### src/sv/ule_pkg.sv
package ule_pkg;

  typedef enum logic [1:0] {
    ST_IDLE,
    ST_LEN,
    ST_DATA,
    ST_NL
  } ule_state_t;

  // One emitted character after escaping, offered to the output register
  typedef struct packed {
    logic        valid;
    logic [47:0] text;
    logic [2:0]  count;
    logic        line_done;
    logic        block_done;
  } ule_emit_t;

  typedef struct packed {
    logic [47:0] text;
    logic [2:0]  count;
  } ule_esc_t;

  localparam logic [7:0] CHAR_BIAS  = 8'h20;
  localparam logic [7:0] CHAR_NL    = 8'h0A;
  localparam logic [7:0] CHAR_LT    = 8'h3C;
  localparam logic [7:0] CHAR_GT    = 8'h3E;
  localparam logic [7:0] CHAR_AMP   = 8'h26;
  localparam logic [7:0] CHAR_APOS  = 8'h27;
  localparam logic [7:0] CHAR_QUOT  = 8'h22;

  // Entity text, first character in the lowest byte
  localparam logic [47:0] ENT_LT    = 48'h00003B746C26;
  localparam logic [47:0] ENT_GT    = 48'h00003B746726;
  localparam logic [47:0] ENT_AMP   = 48'h003B706D6126;
  localparam logic [47:0] ENT_APOS  = 48'h3B3933302326;
  localparam logic [47:0] ENT_QUOT  = 48'h3B746F757126;

  function automatic ule_esc_t esc(input logic [7:0] ch);
    ule_esc_t r;
    r.text  = {40'h0, ch};
    r.count = 3'd1;
    case (ch)
      CHAR_LT: begin
        r.text  = ENT_LT;
        r.count = 3'd4;
      end
      CHAR_GT: begin
        r.text  = ENT_GT;
        r.count = 3'd4;
      end
      CHAR_AMP: begin
        r.text  = ENT_AMP;
        r.count = 3'd5;
      end
      CHAR_APOS: begin
        r.text  = ENT_APOS;
        r.count = 3'd6;
      end
      CHAR_QUOT: begin
        r.text  = ENT_QUOT;
        r.count = 3'd6;
      end
      default: ;
    endcase
    return r;
  endfunction

  function automatic logic [7:0] enc6(input logic [5:0] v);
    return {2'b00, v} + CHAR_BIAS;
  endfunction

endpackage

### src/sv/ule_ram.sv
module ule_ram #(
  parameter int WIDTH = 8,
  parameter int DEPTH = 45
) (
  input  logic                     clk,
  input  logic                     we,
  input  logic [$clog2(DEPTH)-1:0] waddr,
  input  logic [WIDTH-1:0]         wdata,
  input  logic                     re,
  input  logic [$clog2(DEPTH)-1:0] raddr,
  output logic [WIDTH-1:0]         rdata
);

  logic [WIDTH-1:0] mem [DEPTH];

  always_ff @(posedge clk) begin
    if (we) begin
      mem[waddr] <= wdata;
    end
    if (re) begin
      rdata <= mem[raddr];
    end
  end

endmodule

### src/sv/ule_seq.sv
module ule_seq #(
  parameter int LINE_BYTES = 45
) (
  input  logic                          clk,
  input  logic                          rst,
  input  logic                          byte_valid,
  output logic                          byte_stall,
  input  logic [7:0]                    data_byte,
  input  logic                          block_end,
  output logic                          ram_we,
  output logic [$clog2(LINE_BYTES)-1:0] ram_waddr,
  output logic [7:0]                    ram_wdata,
  output logic                          ram_re,
  output logic [$clog2(LINE_BYTES)-1:0] ram_raddr,
  input  logic [7:0]                    ram_rdata,
  output ule_pkg::ule_emit_t            emit,
  input  logic                          emit_take
);
  import ule_pkg::*;

  localparam int AW = $clog2(LINE_BYTES);
  localparam int CW = $clog2(LINE_BYTES + 2);
  localparam logic [CW-1:0] FULL = CW'(LINE_BYTES);

  ule_state_t    state, state_next;
  logic [CW-1:0] held, held_next;
  logic [CW-1:0] n, n_next;
  logic          last, last_next;
  logic [1:0]    ph, ph_next;
  logic [CW-1:0] rd_idx, rd_idx_next;
  logic [7:0]    prev, prev_next;

  logic          accept;
  logic [CW-1:0] n_new;
  logic [CW-1:0] nidx;
  logic [7:0]    rbyte;
  logic [5:0]    code;
  logic [7:0]    ch;
  ule_esc_t      e;

  assign accept    = byte_valid && (state == ST_IDLE);
  assign n_new     = held + 1'b1;
  assign nidx      = rd_idx + 1'b1;
  assign ram_we    = accept;
  assign ram_waddr = held[AW-1:0];
  assign ram_wdata = data_byte;
  assign byte_stall = (state != ST_IDLE);

  // Bytes past the line end read as zero padding
  assign rbyte = (rd_idx < n) ? ram_rdata : 8'h00;

  always_comb begin
    case (ph)
      2'd0:    code = rbyte[7:2];
      2'd1:    code = {prev[1:0], rbyte[7:4]};
      2'd2:    code = {prev[3:0], rbyte[7:6]};
      default: code = prev[5:0];
    endcase
  end

  always_comb begin
    ch = CHAR_NL;
    if (state == ST_LEN) begin
      ch = enc6(6'(n));
    end else if (state == ST_DATA) begin
      ch = enc6(code);
    end
  end

  assign e = esc(ch);

  always_ff @(posedge clk) begin
    if (rst) begin
      state <= ST_IDLE;
      held  <= '0;
    end else begin
      state <= state_next;
      held  <= held_next;
    end
  end

  always_ff @(posedge clk) begin
    n      <= n_next;
    last   <= last_next;
    ph     <= ph_next;
    rd_idx <= rd_idx_next;
    prev   <= prev_next;
  end

  // Writes happen only in idle and reads only while a line is emitted,
  // so the two RAM ports never touch the same entry in one cycle.
  always_comb begin
    state_next  = state;
    held_next   = held;
    n_next      = n;
    last_next   = last;
    ph_next     = ph;
    rd_idx_next = rd_idx;
    prev_next   = prev;
    ram_re      = 1'b0;
    ram_raddr   = '0;
    emit.valid      = 1'b0;
    emit.text       = e.text;
    emit.count      = e.count;
    emit.line_done  = 1'b0;
    emit.block_done = 1'b0;
    unique case (state)
      ST_IDLE: begin
        if (accept) begin
          if (n_new == FULL || block_end) begin
            state_next = ST_LEN;
            n_next     = n_new;
            last_next  = block_end;
            held_next  = '0;
          end else begin
            held_next = n_new;
          end
        end
      end
      ST_LEN: begin
        emit.valid = 1'b1;
        if (emit_take) begin
          ram_re      = 1'b1;
          rd_idx_next = '0;
          ph_next     = 2'd0;
          state_next  = ST_DATA;
        end
      end
      ST_DATA: begin
        emit.valid = 1'b1;
        if (emit_take) begin
          prev_next = rbyte;
          ram_raddr = nidx[AW-1:0];
          case (ph) inside
            2'd0, 2'd1: begin
              ph_next     = ph + 2'd1;
              rd_idx_next = nidx;
              ram_re      = (nidx < n);
            end
            2'd2: ph_next = 2'd3;
            default: begin
              if (nidx >= n) begin
                state_next = ST_NL;
              end else begin
                ph_next     = 2'd0;
                rd_idx_next = nidx;
                ram_re      = 1'b1;
              end
            end
          endcase
        end
      end
      ST_NL: begin
        emit.valid      = 1'b1;
        emit.line_done  = 1'b1;
        emit.block_done = last;
        if (emit_take) begin
          state_next = ST_IDLE;
        end
      end
      default: state_next = ST_IDLE;
    endcase
  end

  a_held_below_line: assert property (@(posedge clk) disable iff (rst)
    held < FULL) else $error("line fill count reached a full line");

  a_no_rw_overlap: assert property (@(posedge clk) disable iff (rst)
    ram_we |-> !ram_re) else $error("line store read during a write");

  a_read_in_line: assert property (@(posedge clk) disable iff (rst)
    ram_re |-> (CW'(ram_raddr) < n)) else $error("read past the line end");

  a_flush_clears: assert property (@(posedge clk) disable iff (rst)
    (state == ST_IDLE && state_next == ST_LEN) |=> (held == '0))
    else $error("fill count not cleared on flush");

endmodule

### src/sv/uuencode_line_xml_escape.sv
// Channel  | Direction | Handshake               | Payload
// byte     | in        | byte_valid / byte_stall | data_byte, block_end
// text     | out       | text_valid / text_stall | text_chars, char_count,
//          |           |                         | line_done, block_done
//
// A line of n bytes is emitted as 2 + 4*ceil(n/3) items at one item per
// cycle while text_stall is low, paced by the single read port of the line
// store; bytes are held off (byte_stall high) until the newline item has
// left the sequencer. Reset clears the sequencer state and fill count and
// the output valid flag; the line store needs no clearing pass, since only
// entries written for the current line are read. text_stall only freezes
// the output register and the sequencer behind it.
module uuencode_line_xml_escape #(
  parameter int LINE_BYTES = 45
) (
  input  logic        clk,
  input  logic        rst,
  input  logic        byte_valid,
  output logic        byte_stall,
  input  logic [7:0]  data_byte,
  input  logic        block_end,
  output logic        text_valid,
  input  logic        text_stall,
  output logic [47:0] text_chars,
  output logic [2:0]  char_count,
  output logic        line_done,
  output logic        block_done
);
  import ule_pkg::*;

  localparam int AW = $clog2(LINE_BYTES);

  logic          ram_we;
  logic [AW-1:0] ram_waddr;
  logic [7:0]    ram_wdata;
  logic          ram_re;
  logic [AW-1:0] ram_raddr;
  logic [7:0]    ram_rdata;
  ule_emit_t     emit;
  logic          emit_take;

  ule_ram #(
    .WIDTH(8),
    .DEPTH(LINE_BYTES)
  ) u_line_store (
    .clk   (clk),
    .we    (ram_we),
    .waddr (ram_waddr),
    .wdata (ram_wdata),
    .re    (ram_re),
    .raddr (ram_raddr),
    .rdata (ram_rdata)
  );

  ule_seq #(
    .LINE_BYTES(LINE_BYTES)
  ) u_seq (
    .clk        (clk),
    .rst        (rst),
    .byte_valid (byte_valid),
    .byte_stall (byte_stall),
    .data_byte  (data_byte),
    .block_end  (block_end),
    .ram_we     (ram_we),
    .ram_waddr  (ram_waddr),
    .ram_wdata  (ram_wdata),
    .ram_re     (ram_re),
    .ram_raddr  (ram_raddr),
    .ram_rdata  (ram_rdata),
    .emit       (emit),
    .emit_take  (emit_take)
  );

  // Load the output register when it is empty or being drained
  assign emit_take = emit.valid && (!text_valid || !text_stall);

  always_ff @(posedge clk) begin
    if (rst) begin
      text_valid <= 1'b0;
    end else if (emit_take) begin
      text_valid <= 1'b1;
    end else if (!text_stall) begin
      text_valid <= 1'b0;
    end
  end

  always_ff @(posedge clk) begin
    if (emit_take) begin
      text_chars <= emit.text;
      char_count <= emit.count;
      line_done  <= emit.line_done;
      block_done <= emit.block_done;
    end
  end

  a_count_range: assert property (@(posedge clk) disable iff (rst)
    text_valid |-> (char_count != 3'd0 && char_count <= 3'd6))
    else $error("character count out of range");

  a_block_on_newline: assert property (@(posedge clk) disable iff (rst)
    (text_valid && block_done) |-> line_done)
    else $error("block end outside a newline item");

  a_newline_plain: assert property (@(posedge clk) disable iff (rst)
    (text_valid && line_done) |-> (char_count == 3'd1 && text_chars[7:0] == CHAR_NL))
    else $error("line end item is not a newline");

endmodule
### config.mk
export PLATFORM = sky130hd
export DESIGN_NAME = uuencode_line_xml_escape
export DESIGN_NICKNAME = d
export VERILOG_FILES = /design/src/sv/ule_pkg.sv /design/src/sv/ule_ram.sv /design/src/sv/ule_seq.sv /design/src/sv/uuencode_line_xml_escape.sv
export SDC_FILE = /design/constraint.sdc
export NUM_CORES = 1
export LEC_CHECK = 0
export ABC_AREA = 1
export BUFFER_PORTS_ARGS = -buffer_cell sky130_fd_sc_hd__buf_2
export CORE_MARGIN = 3
export CORE_UTILIZATION = 50
export CTS_CLUSTER_SIZE = 8
export DETAILED_ROUTE_END_ITERATION = 16
export HOLD_SLACK_MARGIN = 0.05
export PLACE_DENSITY = 0.67
export SETUP_SLACK_MARGIN = 0.2
export SYNTH_ARGS = -nofsm -noshare
export SYNTH_HDL_FRONTEND = slang
export SYNTH_SLANG_ARGS = --single-unit
export TNS_END_PERCENT = 5
### constraint.sdc
create_clock -name clk -period 4.91 [get_ports clk]
set_input_delay 0.491 -clock clk [delete_from_list [all_inputs] [get_ports clk]]
set_output_delay 0.491 -clock clk [all_outputs]
set_load 0.05 [all_outputs]
==> run_results.csv, run 1 <==
group,metric,value,unit
job,max_cap_viol_count,0,
drt,drc,0,
worst_hold_path,hp-class,"input pin to flip-flop",
worst_hold_path,min_from,"block_end",
drt,avgViaCountPerCell,5.89,
global_route,first_global_vias,11500,
setup_path,rrSetupSlack,1.33,ns
setup_path,r2r_start,"u_seq.state[0]",
sta,period_needed,3.58,ns
finish,nNetsFinal,1564,
finish,drive_gt1_frac,0.113,
sta,slew-limit-headroom,0.315,
setup_path,cpPeakStageDelay,0.52,ns
floorplanning,die_w,196,µm
sta,drv_slew,0,
floorplanning,start_util,0.508,
finish,area_growth,10.8,%
clock_network,cts_sinks,423,
power,p_leak,7.04,nW
finish,antennaDiodeCount,0,
setup_path,crit_fanout,62,
global_route,antenna_found_initial,0,
setup_path,path_cells,"inv_1 -> ha_1 -> inv_2 -> nor2_8 -> nand2_4 -> inv_2 -> buf_4 -> o21a_1 -> o21ai_0 -> o211ai_1 -> nand3_1 -> nand3_1 -> nand3_1 -> nand2_1",
clock_network,cts_tree,"yes",
setup_path,critPathLaunchType,"flip-flop",
setup_path,cp_top_family,"simple AND/OR/NAND/NOR gates",
setup_path,rr_worst_depth,14,
sta,period_share,0.729,
sta,hold_viol,0,
synthesis,synthCells,1488,
clock_network,numCtsBuffers,58,
sta,worst_pin_slew,1.03,ns
drt,num_vias,11800,
sta,finalSetupViolCount,0,
drt,drt_wl_total,43500,µm
floorplanning,coreArea,0.0356,mm²
floorplanning,ios,68,
synthesis,syn_area,0.0181,mm²
placement,numPortBuffers,58,
placement,dp_slack,1.40,ns
sta,rsz0062_at_grt,"false",
clock_network,cts_resized,0,
synthesis,synth_area_leaders,"edfxtp_1 69%, nor2_1 5.1%, o21ai_0 3.6%",
floorplanning,die_y,196,µm
setup_path,slowest_stage,"nand2_4",
setup_path,critPathArrivalTime,3.91,ns
global_route,grt_pass1_wl,66700,µm
drt,firstDrtPassIters,5,
clock_network,cts-root-buf,"clkbuf_16",
sta,max_freq,0.279,GHz
clock_network,clock_path_buffers,3,
sta,layout_setup_ws,1.33,ns
global_route,grt_max_degree,63,
clock_network,htree_levels,2,
synthesis,ys_seq_elements,423,
floorplanning,row_count,69,
synthesis,avgSynthCellArea,12.2,µm²
setup_path,crit_top_cell,"nand3_1",
placement,dp_hpwl,26000,µm
global_route,grt-ovfl-total,0,
drt,wl_per_cell,21.7,µm
clock_network,clk_pin_slew,0.05,ns
synthesis,synth_cell_types,39,
floorplanning,die_area,0.0385,mm²
sta,finalSetupTns,0,ns
synthesis,synth_seq_area_share,0.697,
setup_path,cp-end-kind,"flip-flop",
drt,initialDrtViolationCount,1166,
setup_path,r2r-end,"u_line_store.rdata[6]",
placement,place_inst,1927,
worst_hold_path,hold_depth,1,
setup_path,crit_type,"flip-flop to flip-flop",
worst_hold_path,hold-path-endpoint,"u_seq.last",
power,power_density,513,mW/mm²
clock_network,clk_latency,0.59,ns
synthesis,synth_top_area_frac,0.687,
synthesis,yosysTopAreaCell,"edfxtp_1",
sta,fin_skew,0.0145,ns
drt,drtAntennaViolNets,0,
power,peakVddDrop,502,µV
finish,fin_cells,1998,
clock_network,holdBufCountCts,0,
setup_path,critPathRequiredTime,5.24,ns
synthesis,yosys_warnings,0,
run_status,status,"complete, no violations",
finish,nFillCells,2929,
placement,routabilityCongestion,0.864,
global_route,grt_usage,0.225,
clock_network,post-cts-setup-buffers,0,
setup_path,path_buf_inv,4,
## cell usage in the layout (no fill, tap or decap), types with 2 or more instances in the layout
| cell type | Yosys | layout |
|---|---|---|
| or2_0 | 14 | 14 |
| edfxtp_1 | 414 | 414 |
| o22ai_1 | 9 | 9 |
| inv_1 | 71 | 70 |
| inv_2 | 5 | 6 |
| o21ai_0 | 130 | 130 |
| nand2_4 | 1 | 2 |
| clkbuf_16 | 0 | 59 |
| nor2_4 | 2 | 2 |
| o21ai_1 | 11 | 11 |
| buf_4 | 32 | 15 |
| nor3_1 | 2 | 2 |
| clkbuf_1 | 33 | 11 |
| nand3_1 | 126 | 126 |
| o22a_1 | 8 | 8 |
| o211ai_1 | 71 | 71 |
| nand4_1 | 16 | 16 |
| o21a_1 | 8 | 8 |
| nand2_2 | 3 | 3 |
| xnor2_1 | 2 | 2 |
| a211oi_1 | 2 | 2 |
| ha_1 | 25 | 25 |
| or2_1 | 5 | 5 |
| o221ai_1 | 16 | 16 |
| dfxtp_1 | 9 | 9 |
| a21oi_1 | 17 | 17 |
| nor2_1 | 245 | 245 |
| nand2_1 | 136 | 135 |
| or2_2 | 24 | 24 |
| xor2_1 | 5 | 5 |
| conb_1 | 1 | 9 |
| buf_2 | 33 | 58 |
## registers in the layout (all words and copies together) (netlist names), 6 cells and up
signal,count
text_chars,21
u_line_store.mem,360
u_line_store.rdata,8
u_seq.n,6
u_seq.prev,6
u_seq.ram_waddr,6
u_seq.rd_idx,6
## synthesized netlist by cell type
cell type	n
conb_1	1
a221oi_1	1
o21ai_0	130
xnor2_1	2
buf_6	5
a21oi_1	17
nand3_1	126
ha_1	25
or2_2	24
inv_1	71
nor3_1	2
a31o_2	1
nand2_4	1
nand3b_1	1
o22a_1	8
clkbuf_1	33
buf_2	33
nand2_1	136
edfxtp_1	414
dfxtp_1	9
o221ai_1	16
a211oi_1	2
nand4_1	16
o22ai_1	9
or2_1	5
nor2_8	1
o211ai_1	71
nor2_4	2
or2_0	14
a21oi_2	1
nor2_1	245
o21a_1	8
clkinv_1	1
o21ai_1	11
inv_2	5
nand3_2	1
nand2_2	3
xor2_1	5
buf_4	32
## power by group
group	switching (mW)	total [mW]	leakage (nW)	internal, mW
Sequential	0.0871	4.33	3.82	4.24
Combinational	1.89	2.49	2.48	0.601
Clock	1.36	3.47	0.745	2.11
Total	3.33	10.3	7.04	6.95
## cells by family after synthesis
kind of cell               Yosys count  share of synthesized area
DFF                                423                      0.697
adders and majority gates           25                     0.0173
and+or+nand+nor                    577                      0.140
AOI/OAI and AO/OA                  275                     0.0935
other                                1                   0.000207
xor gates and xnor gates             7                    0.00339
buffers and inverters              180                     0.0484
## worst max-delay path by stage
stage	startpoint	end	slack, ns	cells past startpoint
finish	u_seq.state[0]	u_line_store.rdata[6]	1.33	14
global route	u_seq.state[0]	u_line_store.rdata[6]	1.09	14
CTS	u_seq.state[0]	u_line_store.rdata[1]	1.35	15
detailed placement	u_seq.state[0]	u_line_store.rdata[1]	1.40	13
global placement	u_seq.state[0]	u_line_store.rdata[7]	1.47	13
floorplan	u_seq.rd_idx[0]	u_seq.rd_idx[0]	2.38	14
## final cells by class
class | count | area [µm²] | share of cell area
Clock buffer | 70 | 1520 | 0.0757
Clock inverter | 1 | 8.76 | 0.000437
Inverter | 77 | 289 | 0.0144
Multi-Input combinational cell | 893 | 4640 | 0.231
Sequential cell | 423 | 12600 | 0.629
Tap cell | 461 | 577 | 0.0288
Timing Repair Buffer | 73 | 403 | 0.0201
## layer usage
metal	share of wire	GRT usage
met5	0	0
met4	0.028	0.0742
met3	0.083	0.0438
met2	0.48	0.365
met1	0.41	0.308
## stage by stage
step | total power [mW] | cell area [µm²] | utilization | hold WS [ns]
finish | 10.3 | 20000 | 0.564 | 0.110
global route | 10.7 | 20000 | 0.564 | 0.102
CTS | 10.3 | 20000 | 0.564 | 0.0961
detailed placement | 6.87 | 18500 | 0.521 | 0.511
global placement | 6.82 | 18500 | 0.521 | 0.494
floorplan | 6.27 | 18100 | - | 0.472
Power figures use the tool's default switching activity.
==> run 2, diff against run 1 <==
==> constraint.sdc (replaced) <==
create_clock -name clk -period 3.3 [get_ports clk]
set_input_delay 0.33 -clock clk [delete_from_list [all_inputs] [get_ports clk]]
set_output_delay 0.33 -clock clk [all_outputs]
set_load 0.05 [all_outputs]
==> run_results.csv, run 2 (synthesis gave the netlist of run 1 again) <==
group,metric,value,unit
worst_hold_path,min_from,"byte_valid",
setup_path,critPathArrivalTime,3.24,ns
sta,finalSetupViolCount,0,
global_route,grt_max_degree,88,
finish,antennaDiodeCount,0,
global_route,first_global_vias,11600,
drt,num_vias,11700,
placement,numPortBuffers,58,
sta,max_freq,0.344,GHz
floorplanning,die_w,196,µm
finish,largest_reg_flops,360,
floorplanning,start_util,0.508,
finish,final_core_util,0.575,
clock_network,numCtsBuffers,59,
placement,dp_hpwl,25400,µm
sta,period_needed,2.91,ns
worst_hold_path,hold_depth,5,
sta,layout_setup_ws,0.393,ns
floorplanning,ios,68,
finish,final_common_cell,"edfxtp_1",
setup_path,r2r-end,"u_line_store.rdata[0]",
clock_network,htree_levels,2,
clock_network,clk_latency,0.60,ns
sta,period_share,0.881,
sta,rsz0062_at_grt,"true",
drt,wl_per_cell,20.8,µm
floorplanning,die_y,196,µm
setup_path,rrSetupSlack,0.39,ns
setup_path,rr_worst_depth,14,
finish,top_register,"u_line_store.mem",
finish,nNetsFinal,1595,
finish,final_cell_mix,"414 x edfxtp_1, 245 x nor2_1, 135 x nand2_1",
worst_hold_path,hold-path-endpoint,"u_seq.state[0]",
sta,fin_skew,0.0161,ns
drt,initialDrtViolationCount,1036,
sta,drv_slew,0,
finish,fin_cells,2043,
floorplanning,row_count,69,
run_status,status,"complete, no violations",
setup_path,critPathRequiredTime,3.64,ns
clock_network,clock_path_buffers,3,
job,max_cap_viol_count,0,
power,p_leak,7.26,nW
finish,area_growth,13.1,%
sta,worst_pin_slew,0.957,ns
placement,dp_slack,0.382,ns
drt,firstDrtPassIters,5,
setup_path,crit_type,"flip-flop to flip-flop",
floorplanning,die_area,0.0385,mm²
clock_network,cts_sinks,423,
placement,routabilityCongestion,0.855,
finish,reg.largest.list,"u_line_store.mem x360, text_chars x21, u_line_store.rdata x8",
drt,avgViaCountPerCell,5.75,
power,power_density,762,mW/mm²
setup_path,critPathLaunchType,"flip-flop",
clock_network,cts_tree,"yes",
global_route,grt-ovfl-total,0,
sta,slew-limit-headroom,0.362,
sta,hold_viol,0,
setup_path,r2r_start,"u_seq.state[0]",
global_route,grt_usage,0.220,
placement,place_inst,1953,
clock_network,post-cts-setup-buffers,0,
floorplanning,coreArea,0.0356,mm²
worst_hold_path,hp-class,"input pin to flip-flop",
global_route,antenna_found_initial,0,
drt,drtAntennaViolNets,0,
clock_network,clk_pin_slew,0.05,ns
power,finalPower,15.6,mW
clock_network,cts-root-buf,"clkbuf_16",
finish,drive_gt1_frac,0.129,
drt,drt_wl_total,42400,µm
setup_path,cp-end-kind,"flip-flop",
power,peakVddDrop,790,µV
sta,finalSetupTns,0,ns
global_route,grt_pass1_wl,65800,µm
drt,drc,0,
setup_path,crit_fanout,87,
==> run 2: cell types whose count changed in the layout (fill, tap and decap cells not counted) <==
cell / before / now
o21a_2: 0 / 1
clkbuf_16: 59 / 60
clkbuf_1: 11 / 22
inv_1: 70 / 71
o21a_1: 8 / 7
buf_12: 0 / 5
inv_2: 6 / 5
dlygate4sd3_1: 0 / 4
clkinv_4: 0 / 1
clkinv_8: 0 / 1
buf_4: 15 / 36
clkbuf_8: 0 / 1
==> run 2: cell type report <==
| class | count | area [µm²] |
|---|---|---|
| clock inverters | 3 | 33.8 |
| repair buffers | 103 | 701 |
| fillers | 2867 | 15100 |
| flip-flops and latches | 423 | 12600 |
| clock buffers | 83 | 1600 |
| inverters | 77 | 289 |
| multi-input cells | 893 | 4640 |
| well taps | 461 | 577 |
==> run 2: worst max-delay path by stage <==
stage                                from                    end  slack, ns
after floorplan           u_seq.rd_idx[0]        u_seq.rd_idx[0]       0.77
after global placement    u_seq.rd_idx[0]        u_seq.rd_idx[5]       0.48
after detailed placement   u_seq.state[0]  u_line_store.rdata[2]       0.38
after CTS                 u_seq.rd_idx[0]        u_seq.rd_idx[0]       0.36
after global routing      u_seq.rd_idx[0]        u_seq.rd_idx[4]       0.08
final                      u_seq.state[0]  u_line_store.rdata[0]       0.39
==> run 2: metrics by stage <==
stage | hold WS [ns] | area, µm²
3_3_place_gp | 0.497 | 18800
3_5_place_dp | 0.507 | 18800
2_1_floorplan | 0.429 | 18100
4_1_cts | 0.173 | 20400
6_report | 0.209 | 20400
5_1_grt | 0.210 | 20400
==> run 2: what timing repair did <==
action	in CTS	in global routing
gates resized for setup	0	1
hold buffers	4	0
hold endpoints to repair	5	0
endpoints found under the setup margin	0	16
==> run 2: critical path, cell delays in order (launching register included) <==
cell and delay [ns]:
dfxtp_1 0.36, inv_1 0.10, ha_1 0.23, inv_1 0.10, nand2_2 0.13, nor2_8 0.23
nand2_4 0.16, buf_12 0.23, or2_2 0.33, o211ai_1 0.08, o211ai_1 0.13, nand3_1 0.13
nand3_1 0.18, nand3_1 0.13, nand2_1 0.07
==> run 2: where the power goes <==
group	switching, mW	internal (mW)
registers	0.124	6.31
logic	2.79	0.952
clock network	2.13	3.29
total	5.05	10.5
==> run 2: metal layers <==
layer	part of all wire	routed length (µm)	global-route usage	vias to the layer above
met4	0.025	1080	0.0771	0
met1	0.43	18400	0.308	5761
li1	-	-	-	5459
met5	0	0	0	-
met2	0.47	20000	0.352	446
met3	0.069	2910	0.0373	78
==> run 3, diff against run 2 <==
--- a/config.mk
+++ b/config.mk
@@ -9,8 +9,10 @@
 export BUFFER_PORTS_ARGS = -buffer_cell sky130_fd_sc_hd__buf_2
 export CORE_MARGIN = 3
 export CORE_UTILIZATION = 50
+export CTS_BUF_LIST = sky130_fd_sc_hd__clkbuf_4 sky130_fd_sc_hd__clkbuf_8
 export CTS_CLUSTER_SIZE = 8
 export DETAILED_ROUTE_END_ITERATION = 16
+export GPL_ROUTABILITY_DRIVEN = 0
 export HOLD_SLACK_MARGIN = 0.05
 export PLACE_DENSITY = 0.67
 export SETUP_SLACK_MARGIN = 0.2
==> run_results.csv, run 3 (synthesis gave the netlist of run 1 again) <==
group,metric,value,unit
worst_hold_path,hp-class,"input pin to flip-flop",
run_status,status,"complete, no violations",
sta,period_share,0.892,
sta,finalSetupViolCount,0,
global_route,antenna_found_initial,0,
finish,final_common_cell,"edfxtp_1",
clock_network,cts-root-buf,"clkbuf_8",
drt,num_vias,11900,
finish,drive_gt1_frac,0.145,
drt,firstDrtPassIters,5,
finish,area_growth,10.7,%
setup_path,path_buf_inv,1,
drt,drtAntennaViolNets,0,
finish,nNetsFinal,1598,
setup_path,critPathArrivalTime,3.16,ns
power,power_density,720,mW/mm²
global_route,grt_max_degree,98,
setup_path,crit_top_cell,"nand2_1",
setup_path,path_depth,12,
floorplanning,die_area,0.0385,mm²
power,p_leak,7.11,nW
clock_network,clock_path_buffers,3,
sta,rsz0062_at_grt,"true",
setup_path,rr_worst_depth,12,
sta,finalSetupTns,0,ns
finish,top_register,"u_line_store.mem",
setup_path,slowest_stage,"a21oi_1",
sta,drv_slew,0,
clock_network,numCtsBuffers,69,
setup_path,cpPeakStageDelay,0.52,ns
setup_path,crit_type,"flip-flop to flip-flop",
sta,period_needed,2.94,ns
placement,numPortBuffers,58,
setup_path,critPathLaunchType,"flip-flop",
floorplanning,row_count,69,
clock_network,clk_latency,0.60,ns
drt,drt_wl_total,43100,µm
setup_path,path_cells,"ha_1 -> xor2_1 -> ha_1 -> nand2_1 -> nor2_1 -> o21ai_0 -> inv_1 -> nor2_1 -> nand2_1 -> nand2_1 -> o22ai_1 -> a21oi_1",
job,max_cap_viol_count,0,
global_route,grt-ovfl-total,0,
clock_network,htree_levels,3,
sta,fin_skew,0.0166,ns
power,peakVddDrop,680,µV
clock_network,cts_tree,"yes",
sta,slew-limit-headroom,0.339,
sta,max_freq,0.340,GHz
floorplanning,die_w,196,µm
setup_path,cp_top_family,"compound AO/OA/AOI/OAI gates",
clock_network,cts_sinks,423,
sta,hold_viol,0,
setup_path,cp-end-kind,"flip-flop",
global_route,grt_pass1_wl,66700,µm
finish,final_cell_mix,"414 x edfxtp_1, 245 x nor2_1, 135 x nand2_1",
global_route,grt_usage,0.224,
worst_hold_path,hold_depth,5,
drt,drc,0,
clock_network,clk_pin_slew,0.06,ns
placement,dp_hpwl,25800,µm
finish,antennaDiodeCount,0,
clock_network,post-cts-setup-buffers,0,
floorplanning,die_y,196,µm
setup_path,critPathRequiredTime,3.51,ns
finish,largest_reg_flops,360,
drt,initialDrtViolationCount,1072,
floorplanning,ios,68,
sta,fin_hold_ws,0.208,ns
drt,wl_per_cell,20.9,µm
global_route,first_global_vias,11600,
setup_path,crit_fanout,6,
floorplanning,coreArea,0.0356,mm²
sta,worst_pin_slew,0.991,ns
drt,avgViaCountPerCell,5.76,
floorplanning,start_util,0.508,
finish,reg.largest.list,"u_line_store.mem x360, text_chars x21, u_line_store.rdata x8",
[run 3: cell count changes in the layout (fill, tap and decap cells not counted), moves of 5 or more]
cell | previous run | this run
buf_4 | 36 | 28
clkbuf_4 | 0 | 21
clkbuf_1 | 22 | 0
clkbuf_16 | 60 | 0
clkbuf_8 | 1 | 73
clkinv_2 | 0 | 5
clkinv_1 | 1 | 13
[run 3: area by class of cell]
cell class	count	area (µm²)
inverter	77	290
tap	461	577
clock buffer	94	1160
sequential	423	12600
multi-input combinational	893	4640
clock inverter	19	90.1
fill	2935	15500
timing repair buffer	96	661
[run 3: path summary, 6_finish.rpt]
| kind | start | to | slack [ns] |
|---|---|---|---|
| max reg2reg | u_seq.rd_idx[0] | u_seq.rd_idx[1] | 0.36 |
| min reg2reg | u_seq.ram_waddr[5] | u_seq.ram_waddr[5] | 0.52 |
| max | u_seq.rd_idx[0] | u_seq.rd_idx[1] | 0.36 |
| min | byte_valid | u_seq.state[0] | 0.21 |
[run 3: power by group]
part           total [mW]  switching [mW]  internal [mW]
clock network        4.24            1.97           2.26
registers            6.42           0.122           6.30
logic                3.76            2.82          0.945
total                14.4            4.91           9.51
[run 3: per-layer routing]
layer  GRT usage  vias to the layer above  share of wire
li1            -                     5468              -
met4      0.0837                        0          0.026
met5           0                        -              0
met1       0.312                     5814           0.42
met2       0.351                      529           0.47
met3      0.0477                       72          0.081
[run 3: worst min-delay path, stage by stage]
cell and delay [ns]:
buf_2 0.10, nand2_1 0.06, nand2_1 0.06, nand3_1 0.11
a21oi_1 0.08
[run 3: through the flow]
stage	worst slack, ns	cell area [µm²]	std cells	utilization	total power [mW]
final	0.355	20000	2063	0.563	14.4
after global routing	0.194	20000	2063	0.563	15.1
after CTS	0.398	20000	2063	0.563	14.5
after detailed placement	0.417	18700	1946	0.527	10.3
after global placement	0.491	18700	1946	0.527	10.2
after floorplan	0.770	18100	1496	-	9.33
[run 3: what timing repair did]
item	CTS	global route
gates resized for setup	0	1
endpoints found under the setup margin	0	10
hold endpoints to repair	7	0
hold buffers	4	0
